[config.mk]
export PLATFORM = sky130hd
export DESIGN_NAME = hnm_normal_unit
export DESIGN_NICKNAME = d
export VERILOG_FILES = /design/src/design/hnm_pkg.sv /design/src/design/hnm_normal_unit.sv
export SDC_FILE = /design/constraint.sdc
export NUM_CORES = 2
export LEC_CHECK = 0
export BUFFER_PORTS_ARGS = -buffer_cell sky130_fd_sc_hd__buf_2
export CORE_MARGIN = 3
export CORE_UTILIZATION = 55
export DETAILED_ROUTE_END_ITERATION = 12
export PLACE_DENSITY_LB_ADDON = 0.3
export SLEW_MARGIN = 40
export SYNTH_ARGS = -nofsm -noshare
export SYNTH_HDL_FRONTEND = slang
export SYNTH_SLANG_ARGS = --single-unit
[constraint.sdc]
create_clock -name clock -period 18.17 [get_ports clock]
set_input_delay 0 -clock clock [delete_from_list [all_inputs] [get_ports clock]]
set_output_delay 0 -clock clock [all_outputs]
set_load 0.005 [all_outputs]
[src/design/hnm_pkg.sv]
// Shared types, constants and state encodings of the height to normal map block.
// Used by every module under design/; depends on nothing else.
package hnm_pkg;

   // Line buffer depth and the geometry limits that follow from it.
   localparam int MAX_WIDTH    = 4096;
   localparam int WIDTH_LIMIT  = (MAX_WIDTH < 4096) ? MAX_WIDTH : 4096;
   localparam int ADDR_W       = (WIDTH_LIMIT > 1) ? $clog2(WIDTH_LIMIT) : 1;
   localparam int HEIGHT_LIMIT = 4096;

   // Field widths.
   localparam int GEOM_W     = 13;
   localparam int COORD_W    = 12;
   localparam int PIX_W      = 8;
   localparam int SCALE_W    = 20;
   localparam int COMP_W     = 8;
   localparam int CSR_IDX_W  = 2;
   localparam int CSR_DATA_W = 20;

   // Arithmetic widths. A scaled difference stays below 2^28, the sum of
   // squares below 2^58, its root below 2^29 and a numerator below 2^30.
   localparam int MAG_W  = PIX_W + SCALE_W;
   localparam int PROD_W = 2 * MAG_W;
   localparam int SQ_W   = 58;
   localparam int LEN_W  = 29;
   localparam int NUM_W  = LEN_W + 1;

   typedef logic [GEOM_W-1:0]     geom_type;
   typedef logic [COORD_W-1:0]    coord_type;
   typedef logic [PIX_W-1:0]      pix_type;
   typedef logic [SCALE_W-1:0]    scale_type;
   typedef logic [COMP_W-1:0]     comp_type;
   typedef logic [ADDR_W-1:0]     addr_type;
   typedef logic [MAG_W-1:0]      mag_type;
   typedef logic [PROD_W-1:0]     prod_type;
   typedef logic [SQ_W-1:0]       sq_type;
   typedef logic [LEN_W-1:0]      len_type;
   typedef logic [NUM_W-1:0]      num_type;
   typedef logic [CSR_DATA_W-1:0] csr_data_type;

   // 0.25 in Q16 and its square.
   localparam num_type QUARTER_Q16 = num_type'(16384);
   localparam sq_type  QUARTER_SQ  = sq_type'(1) << 28;
   // Highest even power of two that the sum of squares can reach.
   localparam sq_type  ROOT_FIRST_BIT = sq_type'(1) << (SQ_W - 2);

   // Register reset values.
   localparam geom_type  RESET_WIDTH  = geom_type'(256);
   localparam geom_type  RESET_HEIGHT = geom_type'(256);
   localparam scale_type RESET_SCALE  = scale_type'(65536);

   typedef enum logic [CSR_IDX_W-1:0] {
      CSR_IMAGE_WIDTH  = 2'd0,
      CSR_IMAGE_HEIGHT = 2'd1,
      CSR_HEIGHT_SCALE = 2'd2
   } csr_index_type;

   // Normals that one pixel can cause, in output order.
   typedef enum logic [1:0] {
      JOB_ABOVE = 2'd0,
      JOB_LEFT  = 2'd1,
      JOB_SELF  = 2'd2
   } job_type;

   typedef enum logic [2:0] {
      ST_IDLE,
      ST_READ,
      ST_PICK,
      ST_BUSY,
      ST_HOLD
   } hnm_state_type;

   typedef enum logic [3:0] {
      NU_IDLE,
      NU_SCALE,
      NU_SQA,
      NU_SQB,
      NU_SUM,
      NU_ROOT,
      NU_LOAD,
      NU_DIV,
      NU_DONE
   } nu_state_type;

   // Heights of the pixel and of its right and lower neighbors.
   typedef struct packed {
      pix_type center;
      pix_type right;
      pix_type below;
   } nu_req_type;

   typedef struct packed {
      comp_type red;
      comp_type green;
      comp_type blue;
   } nu_res_type;

endpackage

[src/design/hnm_normal_unit.sv]
// Computes one mapped normal from three heights with a shared compare-subtract
// unit that serves both the square root and the three divisions. Uses hnm_pkg.
module hnm_normal_unit (
   input  logic                clock,
   input  logic                reset,
   input  logic                start,
   input  hnm_pkg::nu_req_type req,
   input  hnm_pkg::scale_type  scale,
   output logic                done,
   output hnm_pkg::nu_res_type res
);

   hnm_pkg::nu_state_type state_ff, state_in;

   hnm_pkg::pix_type  mag_a_ff, mag_b_ff;
   logic              neg_a_ff, neg_b_ff;
   hnm_pkg::mag_type  ua_ff, ub_ff;
   hnm_pkg::prod_type prod_ff;
   hnm_pkg::sq_type   acc_ff;
   hnm_pkg::sq_type   rem_ff;
   hnm_pkg::sq_type   root_ff;
   hnm_pkg::sq_type   bit_ff;
   hnm_pkg::sq_type   dv_ff;
   hnm_pkg::comp_type quo_ff;
   logic [2:0]        step_ff;
   logic [1:0]        comp_ff;
   hnm_pkg::comp_type red_ff, green_ff, blue_ff;

   logic [8:0]        diff_a, diff_b, neg_diff_a, neg_diff_b;
   hnm_pkg::pix_type  mag_a, mag_b;
   hnm_pkg::mag_type  sq_op;
   hnm_pkg::prod_type sq_prod;
   hnm_pkg::sq_type   trial;
   hnm_pkg::sq_type   rem_diff;
   logic              take;
   hnm_pkg::len_type  len;
   hnm_pkg::num_type  num;
   hnm_pkg::sq_type   num_scaled;
   hnm_pkg::comp_type quo_next;

   // Height differences toward the right and lower neighbors, as magnitude and sign.
   always_comb begin
      diff_a     = {1'b0, req.right} - {1'b0, req.center};
      diff_b     = {1'b0, req.below} - {1'b0, req.center};
      neg_diff_a = 9'd0 - diff_a;
      neg_diff_b = 9'd0 - diff_b;
      mag_a      = diff_a[8] ? neg_diff_a[7:0] : diff_a[7:0];
      mag_b      = diff_b[8] ? neg_diff_b[7:0] : diff_b[7:0];
   end

   // One squaring multiplier, used for each scaled difference in turn.
   assign sq_op   = (state_ff == hnm_pkg::NU_SQA) ? ua_ff : ub_ff;
   assign sq_prod = hnm_pkg::prod_type'(sq_op) * hnm_pkg::prod_type'(sq_op);

   // The shared compare-subtract unit. During the root it tests the partial
   // root plus the current bit; during a division it tests the shifted divisor.
   assign trial    = (state_ff == hnm_pkg::NU_ROOT) ? (root_ff + bit_ff) : dv_ff;
   assign take     = (rem_ff >= trial);
   assign rem_diff = rem_ff - trial;
   assign quo_next = {quo_ff[hnm_pkg::COMP_W-2:0], take};

   // Numerator of the component in hand: the length plus the signed projection.
   assign len = root_ff[hnm_pkg::LEN_W-1:0];
   always_comb begin
      case (comp_ff)
         2'd0: begin
            num = neg_a_ff ? (hnm_pkg::num_type'(len) + hnm_pkg::num_type'(ua_ff))
                           : (hnm_pkg::num_type'(len) - hnm_pkg::num_type'(ua_ff));
         end
         2'd1: begin
            num = neg_b_ff ? (hnm_pkg::num_type'(len) + hnm_pkg::num_type'(ub_ff))
                           : (hnm_pkg::num_type'(len) - hnm_pkg::num_type'(ub_ff));
         end
         default: begin
            num = hnm_pkg::num_type'(len) + hnm_pkg::QUARTER_Q16;
         end
      endcase
      num_scaled = (hnm_pkg::sq_type'(num) << 8) - hnm_pkg::sq_type'(num);
   end

   always_comb begin
      state_in = state_ff;
      case (state_ff)
         hnm_pkg::NU_IDLE:  if (start) state_in = hnm_pkg::NU_SCALE;
         hnm_pkg::NU_SCALE: state_in = hnm_pkg::NU_SQA;
         hnm_pkg::NU_SQA:   state_in = hnm_pkg::NU_SQB;
         hnm_pkg::NU_SQB:   state_in = hnm_pkg::NU_SUM;
         hnm_pkg::NU_SUM:   state_in = hnm_pkg::NU_ROOT;
         hnm_pkg::NU_ROOT:  if (bit_ff[0]) state_in = hnm_pkg::NU_LOAD;
         hnm_pkg::NU_LOAD:  state_in = hnm_pkg::NU_DIV;
         hnm_pkg::NU_DIV: begin
            if (step_ff == 3'd7) begin
               state_in = (comp_ff == 2'd2) ? hnm_pkg::NU_DONE : hnm_pkg::NU_LOAD;
            end
         end
         hnm_pkg::NU_DONE:  state_in = hnm_pkg::NU_IDLE;
         default:           state_in = hnm_pkg::NU_IDLE;
      endcase
   end

   always_comb begin
      done = (state_ff == hnm_pkg::NU_DONE);
      res  = '{red: red_ff, green: green_ff, blue: blue_ff};
   end

   always_ff @(posedge clock) begin
      if (reset) begin
         state_ff <= hnm_pkg::NU_IDLE;
      end else begin
         state_ff <= state_in;
      end
   end

   always_ff @(posedge clock) begin
      case (state_ff)
         hnm_pkg::NU_IDLE: begin
            mag_a_ff <= mag_a;
            mag_b_ff <= mag_b;
            neg_a_ff <= diff_a[8];
            neg_b_ff <= diff_b[8];
         end
         hnm_pkg::NU_SCALE: begin
            ua_ff <= hnm_pkg::mag_type'(mag_a_ff) * hnm_pkg::mag_type'(scale);
            ub_ff <= hnm_pkg::mag_type'(mag_b_ff) * hnm_pkg::mag_type'(scale);
         end
         hnm_pkg::NU_SQA: begin
            prod_ff <= sq_prod;
         end
         hnm_pkg::NU_SQB: begin
            acc_ff  <= hnm_pkg::sq_type'(prod_ff) + hnm_pkg::QUARTER_SQ;
            prod_ff <= sq_prod;
         end
         hnm_pkg::NU_SUM: begin
            rem_ff  <= acc_ff + hnm_pkg::sq_type'(prod_ff);
            root_ff <= '0;
            bit_ff  <= hnm_pkg::ROOT_FIRST_BIT;
            comp_ff <= 2'd0;
         end
         hnm_pkg::NU_ROOT: begin
            if (take) begin
               rem_ff  <= rem_diff;
               root_ff <= (root_ff >> 1) + bit_ff;
            end else begin
               root_ff <= root_ff >> 1;
            end
            bit_ff <= bit_ff >> 2;
         end
         hnm_pkg::NU_LOAD: begin
            // Divide 255*num by 2*len; the quotient never exceeds 255.
            rem_ff  <= num_scaled;
            dv_ff   <= hnm_pkg::sq_type'(len) << 8;
            quo_ff  <= '0;
            step_ff <= 3'd0;
         end
         hnm_pkg::NU_DIV: begin
            if (take) begin
               rem_ff <= rem_diff;
            end
            quo_ff  <= quo_next;
            dv_ff   <= dv_ff >> 1;
            step_ff <= step_ff + 3'd1;
            if (step_ff == 3'd7) begin
               case (comp_ff)
                  2'd0:    red_ff   <= quo_next;
                  2'd1:    green_ff <= quo_next;
                  default: blue_ff  <= quo_next;
               endcase
               comp_ff <= comp_ff + 2'd1;
            end
         end
         default: begin
         end
      endcase
   end

endmodule

==> run_results.csv <==
group,metric,value,unit
layout,n_fill_cell,9751,
status,failed_checks,"hold timing",
sta,tightest_slew,0.926,ns
die,rows,123,
detailed_routing,drt_wl_total,168000,microns
yosys,synthFlopType,"edfxtp_1",
detailed_routing,drtIter0Drc,3896,
global_routing,overflow,0,
worst_setup_path,path_delay_family,"adder cells",
sta,finalMaxSlewViolations,0,
detailed_routing,antenna_left,0,
sta,final.setup.tns,0,ns
clocking,hold_buffers,15,
place,routabilityCongestion,0.985,
clocking,cts_resized,0,
yosys,yosysWarnings,0,
yosys,postSynthAreaPerCell,9.07,sq um
layout,area_growth,5.66,%
worst_setup_path,cp_common_cell,"fa_1",
global_routing,antenna_found_initial,2,
global_routing,grt_max_degree,86,
detailed_routing,wire_per_inst,20.0,microns
sta,rsz0062_at_grt,"false",
clocking,clk_pin_slew,0.06,ns
worst_setup_path,cpPeakStageDelay,0.70,ns
worst_setup_path,crit_slowest_cell,"clkinv_1",
layout,final_common_cell,"inv_1",
die,initial_core_util,55.6,%
yosys,syn_area,0.0627,sq mm
worst_setup_path,critPathMaxFanout,57,
layout,layout.cells.non_filler,8395,
sta,min_period,10.85,ns
global_routing,grt_pass1_wl,271000,microns
clocking,cts_tree,"yes",
clocking,cts_root_buf,"clkbuf_16",
detailed_routing,first_pass_iters,6,
die,dieHeight,344,microns
sta,skew,0.0258,ns
sta,finalCritPeriodShare,59.7,%
job,cap_viol_max_count,0,
place,place_area,0.0645,sq mm
yosys,synth_cell_type_count,111,
die,coreArea,0.113,sq mm
status,status,"finished with violations",
detailed_routing,via_per_inst,5.78,
place,dp_hpwl,135000,microns
place,port_buffers,71,
layout,nets,8279,
global_routing,grt_usage,29.0,%
detailed_routing,drc_errors,0,
layout,drive_above_1_share,5.06,%
worst_setup_path,critPathLaunchType,"register",
die,dieWidth,344,microns
worst_setup_path,path_class,"reg -> reg",
min_path,hold_path_class,"in -> reg",
detailed_routing,vias,48510,
clocking,clockBufferDepth,3,
yosys,syn_inst,6918,
global_routing,grt_pass1_vias,49902,
worst_setup_path,cp_num_buf_inv,9,
place,placedCellCount,8286,
sta,relSlewSlack,37.9,%
sta,timing.fmax,0.0922,GHz
die,io_pins,72,
clocking,htreeDepth,2,
yosys,synth-seq-cells,407,
clocking,post-cts-setup-buffer-count,0,
die,fp.dieArea,0.118,sq mm
yosys,synth_edf_count,403,
clocking,numCtsBuffers,47,
clocking,clock_sinks,407,
layout,mostFrequentLayoutCells,"inv_1 (1118), fa_1 (821), nand2_1 (782)",
sta,timing.hold.ws,-0.0166,ns
worst_setup_path,worstPathArrival,11.20,ns
yosys,ys_seq_area_share,19.4,%
sta,finalHoldViolations,1,
clocking,clock_latency,0.63,ns
worst_setup_path,critPathRequiredTime,18.52,ns
sta,final-setup-viol-count,0,
layout,final_cell_area,0.0663,sq mm
yosys,async_reset_ff_share,0,%
yosys,syn_nets,8342,
worst_setup_path,end_kind,"register",
-- cells by family (layout without fill, tap and decap cells) --
group | count (synthesis) | after routing | share of synthesized area, %
xor gates and xnor gates | 461 | 461 | 6.44
DFF | 407 | 407 | 19.4
other | 0 | 1 | 0
buffers and inverters | 1384 | 1360 | 8.36
and+or+nand+nor | 2044 | 2044 | 15.1
adders and majority gates | 1377 | 1377 | 37.3
AOI/OAI and AO/OA | 1208 | 1208 | 12.7
muxes | 37 | 37 | 0.624
-- layout make-up --
type	count	area (sq um)	area share, %
sequential	407	12200	18.4
multi-input combinational	5127	45400	68.5
clock buffer	54	1240	1.88
tap	1500	1880	2.83
clock inverter	34	358	0.540
antenna	1	2.50	0.00378
timing repair buffer	144	978	1.48
inverter	1128	4240	6.39
-- state kept, by name, summed over array words and instances (netlist names), 8 cells and up --
name,count
bit_ff,29
root_ff,58
dv_ff,37
ub_ff,28
red_ff,8
ua_ff,28
prod_ff,55
mag_a_ff,8
green_ff,8
mag_b_ff,8
acc_ff,56
blue_ff,8
rem_ff,58
-- routing by layer --
layer	global-route usage [%]	part of all wire, %
met1	39.5	42
met2	46.7	46
met3	5.48	8.3
met4	10.1	3.8
met5	0.204	0.0053
-- through the flow --
stage	util, %	setup WS (ns)
global route	58.8	6.78
CTS	58.7	7.41
finish	58.8	7.32
floorplan	-	5.13
detailed placement	57.1	7.43
global placement	57.1	7.64
-- final timing paths --
check	startpoint	endpoint	slack, ns	cells after the start
max	state_ff[1]	prod_ff[51]	7.32	32
min	req[23]	neg_b_ff	-0.02	4
max reg2reg	state_ff[1]	prod_ff[51]	7.32	32
min reg2reg	prod_ff[17]	acc_ff[17]	0.46	0
-- worst min-delay path, stage by stage --
cell and delay, ns:
buf_2 0.09, inv_1 0.07, ha_1 0.16, a21oi_2 0.09
-- Yosys cell counts (75+ instances only) --
master	n	area, sq um
and2_1	224	1400
xor2_1	193	1690
fa_1	821	16400
a21o_1	161	1210
a31oi_1	82	513
nor2_1	529	1990
clkbuf_1	211	792
edfxtp_1	403	12100
nand2_1	783	2940
a21oi_1	376	1880
nand3_1	96	480
ha_1	556	6960
o21ai_0	205	1030
inv_1	1118	4200
nor3_1	75	375
xnor2_1	268	2350
Power is not shown: default switching activity piles up to over one toggle a cycle in this logic, so the estimate is an artifact.
